**src/hdl/kmd_pkg.sv**
```systemverilog
// Shared types, constants and register codes of the keypad debounce and long-press block.
package kmd_pkg;

	localparam int COLUMNS_DEF = 4;
	localparam int ROWS_DEF    = 5;

	localparam int COL_W     = 2;
	localparam int ROW_W     = 3;
	localparam int ELAPSED_W = 16;
	localparam int DUR_W     = 32;
	localparam int TIME_W    = 16;
	localparam int CFG_W     = 16;
	localparam int CFG_IDX_W = 2;

	localparam int EVQ_DEPTH = 4;

	localparam logic [TIME_W-1:0] DEBOUNCE_RST     = 16'd20;
	localparam logic [TIME_W-1:0] LONG_PRESS_RST   = 16'd1000;
	localparam logic              ACTIVE_LEVEL_RST = 1'b1;

	localparam logic [CFG_IDX_W-1:0] REG_DEBOUNCE     = 2'd0;
	localparam logic [CFG_IDX_W-1:0] REG_LONG_PRESS   = 2'd1;
	localparam logic [CFG_IDX_W-1:0] REG_ACTIVE_LEVEL = 2'd2;

	typedef enum logic [1:0] {
		EV_PRESSED  = 2'd0,
		EV_LONG     = 2'd1,
		EV_RELEASED = 2'd2
	} kmd_ev_code_t;

	typedef struct packed {
		kmd_ev_code_t     code;
		logic [COL_W-1:0] column;
		logic [ROW_W-1:0] row;
		logic [DUR_W-1:0] duration;
		logic             last;
	} kmd_event_t;

	// Up to two events per sampled key; v1 is only set together with v0.
	typedef struct packed {
		logic       v0;
		logic       v1;
		kmd_event_t e0;
		kmd_event_t e1;
	} kmd_evpair_t;

	typedef struct packed {
		logic [TIME_W-1:0] debounce;
		logic [TIME_W-1:0] long_press;
		logic              active_level;
	} kmd_cfg_t;

endpackage

```
**src/hdl/kmd_keys.sv**
```systemverilog
// Per-key duration and long-press state with the event decision for one sampled key.
module kmd_keys import kmd_pkg::*; #(
	parameter int COLUMNS = COLUMNS_DEF,
	parameter int ROWS    = ROWS_DEF
) (
	input  logic                 clk,
	input  logic                 arst_n,
	input  logic                 commit,
	input  logic [COL_W-1:0]     column,
	input  logic [ROW_W-1:0]     key_row,
	input  logic                 pin_level,
	input  logic [ELAPSED_W-1:0] elapsed_ms,
	input  kmd_cfg_t             cfg,
	output kmd_evpair_t          events
);

	localparam int KEYS   = COLUMNS * ROWS;
	localparam int IDX_W  = (KEYS > 1) ? $clog2(KEYS) : 1;
	localparam int CALC_W = COL_W + ROW_W + 1;
	localparam logic [COL_W+1:0] COL_LIM = (COL_W+2)'(COLUMNS);
	localparam logic [ROW_W:0] ROW_LIM = (ROW_W+1)'(ROWS);

	logic [DUR_W-1:0]  dur_q [KEYS];
	logic [KEYS-1:0]   long_q;

	logic              timing_ok;
	logic              in_range;
	logic              ok;
	logic [CALC_W-1:0] idx_full;
	logic [IDX_W-1:0]  idx;
	logic [DUR_W-1:0]  prev;
	logic [DUR_W:0]    sum;
	logic [DUR_W-1:0]  dur;
	logic [DUR_W-1:0]  deb_w;
	logic [DUR_W-1:0]  long_w;
	logic              active;
	logic              press;
	logic              lng;
	logic              rel;

	always_comb begin
		timing_ok = (cfg.debounce != '0) && (cfg.long_press >= cfg.debounce);
		in_range  = ({2'b00, column} < COL_LIM) && ({1'b0, key_row} < ROW_LIM);
		ok        = timing_ok && in_range;
		idx_full  = CALC_W'(column) * CALC_W'(ROWS) + CALC_W'(key_row);
		idx       = in_range ? idx_full[IDX_W-1:0] : '0;
		prev      = dur_q[idx];
		sum       = {1'b0, prev} + (DUR_W+1)'(elapsed_ms);
		dur       = sum[DUR_W] ? '1 : sum[DUR_W-1:0];
		deb_w     = DUR_W'(cfg.debounce);
		long_w    = DUR_W'(cfg.long_press);
		active    = (pin_level == cfg.active_level);
		press     = ok && active && (prev < deb_w) && (dur >= deb_w);
		lng       = ok && active && (dur >= long_w) && !long_q[idx];
		rel       = ok && !active && (prev >= deb_w);
	end

	always_comb begin
		events.v0 = press || lng || rel;
		events.v1 = press && lng;

		events.e0.column   = column;
		events.e0.row      = key_row;
		events.e0.duration = active ? dur : prev;
		events.e0.last     = !(press && lng);
		priority if (press) begin
			events.e0.code = EV_PRESSED;
		end else if (lng) begin
			events.e0.code = EV_LONG;
		end else begin
			events.e0.code = EV_RELEASED;
		end

		events.e1.code     = EV_LONG;
		events.e1.column   = column;
		events.e1.row      = key_row;
		events.e1.duration = dur;
		events.e1.last     = 1'b1;
	end

	always_ff @(posedge clk or negedge arst_n) begin
		if (!arst_n) begin
			for (int i = 0; i < KEYS; i++) begin
				dur_q[i] <= '0;
			end
			long_q <= '0;
		end else if (commit && ok) begin
			if (active) begin
				dur_q[idx] <= dur;
				if (lng) begin
					long_q[idx] <= 1'b1;
				end
			end else begin
				dur_q[idx]  <= '0;
				long_q[idx] <= 1'b0;
			end
		end
	end

endmodule

```
**src/hdl/kmd_evq.sv**
```systemverilog
// Small event queue that takes up to two events per cycle and hands out one.
module kmd_evq import kmd_pkg::*; #(
	parameter int DEPTH = EVQ_DEPTH
) (
	input  logic        clk,
	input  logic        arst_n,
	input  logic        push,
	input  kmd_evpair_t events,
	output logic        room2,
	output logic        head_valid,
	input  logic        pop,
	output kmd_event_t  head
);

	localparam int PTR_W = (DEPTH > 1) ? $clog2(DEPTH) : 1;

	kmd_event_t       mem_q [DEPTH];
	logic [PTR_W-1:0] wr_ptr_q;
	logic [PTR_W-1:0] rd_ptr_q;
	logic [PTR_W:0]   count_q;
	logic             push0;
	logic             push1;
	logic             do_pop;
	logic [PTR_W:0]   n_push;

	always_comb begin
		push0      = push && events.v0;
		push1      = push && events.v1;
		n_push     = (PTR_W+1)'(push0) + (PTR_W+1)'(push1);
		head_valid = (count_q != '0);
		do_pop     = pop && head_valid;
		room2      = (count_q <= (PTR_W+1)'(DEPTH - 2));
		head       = mem_q[rd_ptr_q];
	end

	always_ff @(posedge clk) begin
		if (push0) begin
			mem_q[wr_ptr_q] <= events.e0;
		end
		if (push1) begin
			mem_q[wr_ptr_q + PTR_W'(1)] <= events.e1;
		end
	end

	always_ff @(posedge clk or negedge arst_n) begin
		if (!arst_n) begin
			wr_ptr_q <= '0;
			rd_ptr_q <= '0;
			count_q  <= '0;
		end else begin
			wr_ptr_q <= wr_ptr_q + n_push[PTR_W-1:0];
			if (do_pop) begin
				rd_ptr_q <= rd_ptr_q + PTR_W'(1);
			end
			count_q <= count_q + n_push - (PTR_W+1)'(do_pop);
		end
	end

	assert property (@(posedge clk) disable iff (!arst_n)
		count_q <= (PTR_W+1)'(DEPTH))
		else $error("event queue count above depth");

	assert property (@(posedge clk) disable iff (!arst_n)
		push1 |-> push0)
		else $error("second event pushed without a first");

	assert property (@(posedge clk) disable iff (!arst_n)
		push0 |-> room2)
		else $error("event pushed without room for two");

	assert property (@(posedge clk) disable iff (!arst_n)
		(do_pop && !push0) |=> (count_q == $past(count_q) - (PTR_W+1)'(1)))
		else $error("event queue count wrong after a pop");

endmodule

```
**src/hdl/keypad_matrix_debounce_long_press.sv**
```systemverilog
// Top level of the keypad matrix debounce and long-press detector.
// One sampled key is taken per cycle into an input register unless the input
// stalls; there it is checked against that key's stored duration and long-press
// flag, the state is written back and zero, one or two events (press, long
// press, release) enter a four-entry event queue, from whose head they are
// offered. Events leave one per cycle while out_ready is high, which sets the
// sustained rate: one item per cycle while items cause at most one event each,
// and an item that causes both press and long press adds a second event to the
// output. The input stalls only when the event queue has fewer than two free
// entries. Configuration is written through cfg_write/cfg_index/cfg_data and
// should only change while no items are in flight.
module keypad_matrix_debounce_long_press import kmd_pkg::*; #(
	parameter int COLUMNS = COLUMNS_DEF,
	parameter int ROWS    = ROWS_DEF
) (
	input  logic                 clk,
	input  logic                 arst_n,
	input  logic                 cfg_write,
	input  logic [CFG_IDX_W-1:0] cfg_index,
	input  logic [CFG_W-1:0]     cfg_data,
	input  logic                 in_valid,
	output logic                 in_ready,
	input  logic [COL_W-1:0]     column,
	input  logic [ROW_W-1:0]     key_row,
	input  logic                 pin_level,
	input  logic [ELAPSED_W-1:0] elapsed_ms,
	output logic                 out_valid,
	input  logic                 out_ready,
	output logic [1:0]           event_code,
	output logic [COL_W-1:0]     event_column,
	output logic [ROW_W-1:0]     event_row,
	output logic [DUR_W-1:0]     event_duration,
	output logic                 last_event
);

	kmd_cfg_t             cfg_q;
	logic                 valid_s1;
	logic [COL_W-1:0]     column_s1;
	logic [ROW_W-1:0]     row_s1;
	logic                 level_s1;
	logic [ELAPSED_W-1:0] elapsed_s1;
	logic                 in_fire;
	logic                 s1_fire;
	logic                 room2;
	kmd_evpair_t          events;
	kmd_event_t           head;

	always_ff @(posedge clk or negedge arst_n) begin
		if (!arst_n) begin
			cfg_q.debounce     <= DEBOUNCE_RST;
			cfg_q.long_press   <= LONG_PRESS_RST;
			cfg_q.active_level <= ACTIVE_LEVEL_RST;
		end else if (cfg_write) begin
			unique case (cfg_index)
				REG_DEBOUNCE:     cfg_q.debounce     <= cfg_data[TIME_W-1:0];
				REG_LONG_PRESS:   cfg_q.long_press   <= cfg_data[TIME_W-1:0];
				REG_ACTIVE_LEVEL: cfg_q.active_level <= cfg_data[0];
				default: ;
			endcase
		end
	end

	assign s1_fire  = valid_s1 && room2;
	assign in_ready = !valid_s1 || room2;
	assign in_fire  = in_valid && in_ready;

	always_ff @(posedge clk or negedge arst_n) begin
		if (!arst_n) begin
			valid_s1 <= 1'b0;
		end else if (in_fire) begin
			valid_s1 <= 1'b1;
		end else if (s1_fire) begin
			valid_s1 <= 1'b0;
		end
	end

	always_ff @(posedge clk) begin
		if (in_fire) begin
			column_s1  <= column;
			row_s1     <= key_row;
			level_s1   <= pin_level;
			elapsed_s1 <= elapsed_ms;
		end
	end

	kmd_keys #(
		.COLUMNS (COLUMNS),
		.ROWS    (ROWS)
	) u_keys (
		.clk        (clk),
		.arst_n     (arst_n),
		.commit     (s1_fire),
		.column     (column_s1),
		.key_row    (row_s1),
		.pin_level  (level_s1),
		.elapsed_ms (elapsed_s1),
		.cfg        (cfg_q),
		.events     (events)
	);

	kmd_evq #(
		.DEPTH (EVQ_DEPTH)
	) u_evq (
		.clk        (clk),
		.arst_n     (arst_n),
		.push       (s1_fire),
		.events     (events),
		.room2      (room2),
		.head_valid (out_valid),
		.pop        (out_ready),
		.head       (head)
	);

	assign event_code     = head.code;
	assign event_column   = head.column;
	assign event_row      = head.row;
	assign event_duration = head.duration;
	assign last_event     = head.last;

endmodule
```
**config.mk**
```make
export PLATFORM = sky130hd
export DESIGN_NAME = keypad_matrix_debounce_long_press
export DESIGN_NICKNAME = d
export VERILOG_FILES = /design/src/hdl/kmd_pkg.sv /design/src/hdl/kmd_keys.sv /design/src/hdl/kmd_evq.sv /design/src/hdl/keypad_matrix_debounce_long_press.sv
export SDC_FILE = /design/constraint.sdc
export NUM_CORES = 2
export LEC_CHECK = 0
export ABC_AREA = 1
export BUFFER_PORTS_ARGS = -buffer_cell sky130_fd_sc_hd__buf_4
export CAP_MARGIN = 20
export CORE_UTILIZATION = 55
export CTS_CLUSTER_SIZE = 16
export DETAILED_ROUTE_END_ITERATION = 12
export GPL_TIMING_DRIVEN = 1
export PLACE_DENSITY = 0.75
export REMOVE_ABC_BUFFERS = 1
export SETUP_SLACK_MARGIN = 0.1
export SYNTH_ARGS = -nofsm -noshare
export SYNTH_HDL_FRONTEND = slang
export SYNTH_SLANG_ARGS = --single-unit
```
**constraint.sdc**
```tcl
create_clock -name clk -period 20.1 [get_ports clk]
set_input_delay 4.02 -clock clk [delete_from_list [all_inputs] [get_ports clk]]
set_output_delay 4.02 -clock clk [all_outputs]
set_load 0.01 [all_outputs]
```
==> results.txt <==
Post-place setup slack: 8.66 ns
Cell Area, Placed: 0.0435 mm2
Vias in the first global route: 33,900
Critical path endpoint category: flop
Most used cell, CP: o21ai_0
Detailed Place HPWL: 81,600 um
Final Skew: 0.0304 ns
Via count: 35,900
Post-CTS Setup Inserts: 0
Post-Syn Area: 0.0423 mm2
PostCTS Resize Cnt: 0
Fin crit share: 58.4%
CTS Buffer Depth: 3
Global-route wire length before repair: 199,000 um
Nets@finish: 4,952
Mux contribution to synthesized area: 2.93%
Final setup viols: 0
Register bit total from synthesis: 883
DIE AREA: 0.0780 mm2
Layout area overhead: 10.4%
Layout cells sized above 1: 9.93%
Relative slew slack: 19.0%
Critical Path RT: 20.51 ns
Num CTS Buffers: 90
Clock Latency Late Sink: 0.67 ns
Die Ht: 279 um
Setup TNS: 0 ns
Vias per cell: 6.06
Final instance area: 0.0467 mm2
Starting Density: 55.7%
IO buf count: 86
Sink Count: 883
Core area: 0.0759 mm2
Fillers: 6,345
Leakage power: 21.5 nW
Synth cell types: 54
Antenna-violating nets left: 0
Crit path launch type: flop
Avg WL per Cell: 21.9 um
Final setup margin: 8.36 ns
Io pins: 87
Die extent in x: 279 um
Adder-cell area share of the yosys netlist: 2.84%
Slew Viols, Final: 0
Crit-path max FO: 51
Final Critical Period: 11.74 ns
Most frequent cells in the layout: nand2_1, dfrtp_1, o21ai_0
Slowest cell on the critical path: o21ai_4
Worst Hold Class: reg2reg
Synth Area in Simple Gates: 18.4%
Clock transition at path regs: 0.07 ns
CTS Root Cell: clkbuf_16
Syn. warnings: 0
WP data arrival: 12.16 ns
Register area share after synthesis: 54.2%
Hold Violations, Final: 0
Row cnt: 101
Gpl congestion: 0.963
Tightest Pin Transition: 1.21 ns
Final wirelength: 130,000 um
Hold-fix buffers, CTS: 0
Most common cell after layout, fill and taps aside: nand2_1
Tot Pwr: 8.60 mW
Compound-gate portion of the synthesized area: 15.0%
Pwr Density: 184 mW/mm2
Overflow left after global routing: 0
Initial DRC count: 4,681
Cells after Synth: 4,878
DRC violations left: 0
FMAX: 85.1 MHz
Xor-xnor portion of the synthesized cell area: 0.477%
Pin count of the biggest net entering global routing: 186
Main combinational cell family by area after synthesis: simple AND/OR/NAND/NOR gates
RSZ-0062 raised after global routing: false
Worst path max stage delay: 0.84 ns
Outcome: completed
Average instance area after synthesis: 8.66 um2
Initial antenna violation count: 2
VDD IR max: 0.000187 V
CTS H-Tree Depth: 3
WS Path Type: reg2reg
Maxcap violations: 0
First-pass DRT Iterations: 6
Total GRT Usage: 33.1%
CTS tree: built
==> logic make-up after synthesis <==
family / Yosys count
flip-flops: 883
adder cells (fa/ha/maj): 94
XOR/XNOR: 23
multiplexers: 110
AO/OA/AOI/OAI: 1184
AND/OR/NAND/NOR: 1943
buffers and inverters: 641
==> stage by stage <==
step | instances | hold slack [ns] | util, %
final | 5917 | 0.485 | 61.4
after global routing | 5916 | 0.489 | 61.4
after CTS | 5914 | 0.478 | 61.4
after detailed placement | 5749 | 0.460 | 57.3
after global placement | 5749 | 0.454 | 57.3
after floorplan | 4565 | 0.437 | -
==> critical path, delay by kind of cell, from the launching register on <==
| kind | cells | cell delay [ns] |
|---|---|---|
| simple gates | 18 | 3.93 |
| compound gates | 14 | 3.34 |
| buf+inv | 7 | 2.64 |
| fa+ha+maj | 3 | 1.00 |
| flops | 1 | 0.46 |
==> Yosys cell counts, drive strengths merged <==
cell / n / area [um2]
a211oi: 3 / 22.5
a21boi: 3 / 22.5
a21o: 5 / 37.5
a21oi: 298 / 1490
a221oi: 15 / 131
a22oi: 17 / 128
and2: 3 / 18.8
buf: 97 / 546
clkbuf: 216 / 811
clkinv: 5 / 20.0
dfrtp: 692 / 17300
dfstp: 9 / 236
dfxtp: 12 / 240
edfxtp: 170 / 5100
fa: 3 / 60.1
ha: 91 / 1140
inv: 323 / 1210
mux2: 110 / 1240
nand2: 1125 / 4260
nand3: 185 / 966
nand3b: 1 / 7.51
nand4: 35 / 219
nor2: 574 / 2200
nor3: 12 / 65.1
nor4: 4 / 25.0
o2111ai: 5 / 43.8
o21a: 9 / 67.6
o21ai: 634 / 3180
o21bai: 1 / 7.51
o221ai: 3 / 26.3
o22a: 1 / 8.76
o22ai: 188 / 1180
o311ai: 1 / 8.76
o31ai: 1 / 7.51
or2: 4 / 25.0
xnor2: 11 / 96.3
xor2: 12 / 105
==> sequential cells by signal, summed over array words and instances (netlist names), named ones only <==
name and cells:
row_s1 3, u_evq.wr_ptr_q 2, valid_s1 1, u_keys.dur_q 640, column_s1 2, cfg_q 33, elapsed_s1 16, level_s1 1
u_evq.mem_q 160, u_evq.rd_ptr_q 2, u_evq.count_q 3
==> worst paths after layout <==
path / startpoint / end / slack (ns) / cells after the start
max: row_s1[1] / u_evq.mem_q[3][36] / 8.36 / 42
min: u_keys.dur_q[29] / u_keys.dur_q[29] / 0.48 / 2
max reg2reg: row_s1[1] / u_evq.mem_q[3][36] / 8.36 / 42
min reg2reg: u_keys.dur_q[29] / u_keys.dur_q[29] / 0.48 / 2
max in group asynchronous: arst_n / u_keys.dur_q[502] / 14.33 / 3
min in group asynchronous: arst_n / cfg_q[14] / 3.35 / 1
==> where the power goes <==
group	internal, mW	leakage [nW]	switching (mW)
clock network	1.01	1.51	0.741
registers	2.29	11.1	0.247
logic	1.23	8.89	3.08
==> final cells by class <==
cell class,count,area (um2),area share [%]
Antenna cell,1,2.50,0.00536
Clock buffer,118,2500,5.35
Clock inverter,47,592,1.27
Inverter,328,1230,2.64
Multi-Input combinational cell,3354,16900,36.2
Sequential cell,883,22900,49.1
Tap cell,1030,1290,2.76
Timing Repair Buffer,156,1240,2.67
==> layer usage <==
metal  global-route usage, %  routed length (um)  vias to the layer above
li1                        -                   -                    16200
met1                    46.6               52400                    17200
met2                    49.9               57400                     2169
met3                    7.87               15000                      327
met4                    12.4                4850                        2
met5                       0                   9                        -
Note: power is estimated with default switching activity, not from simulation.
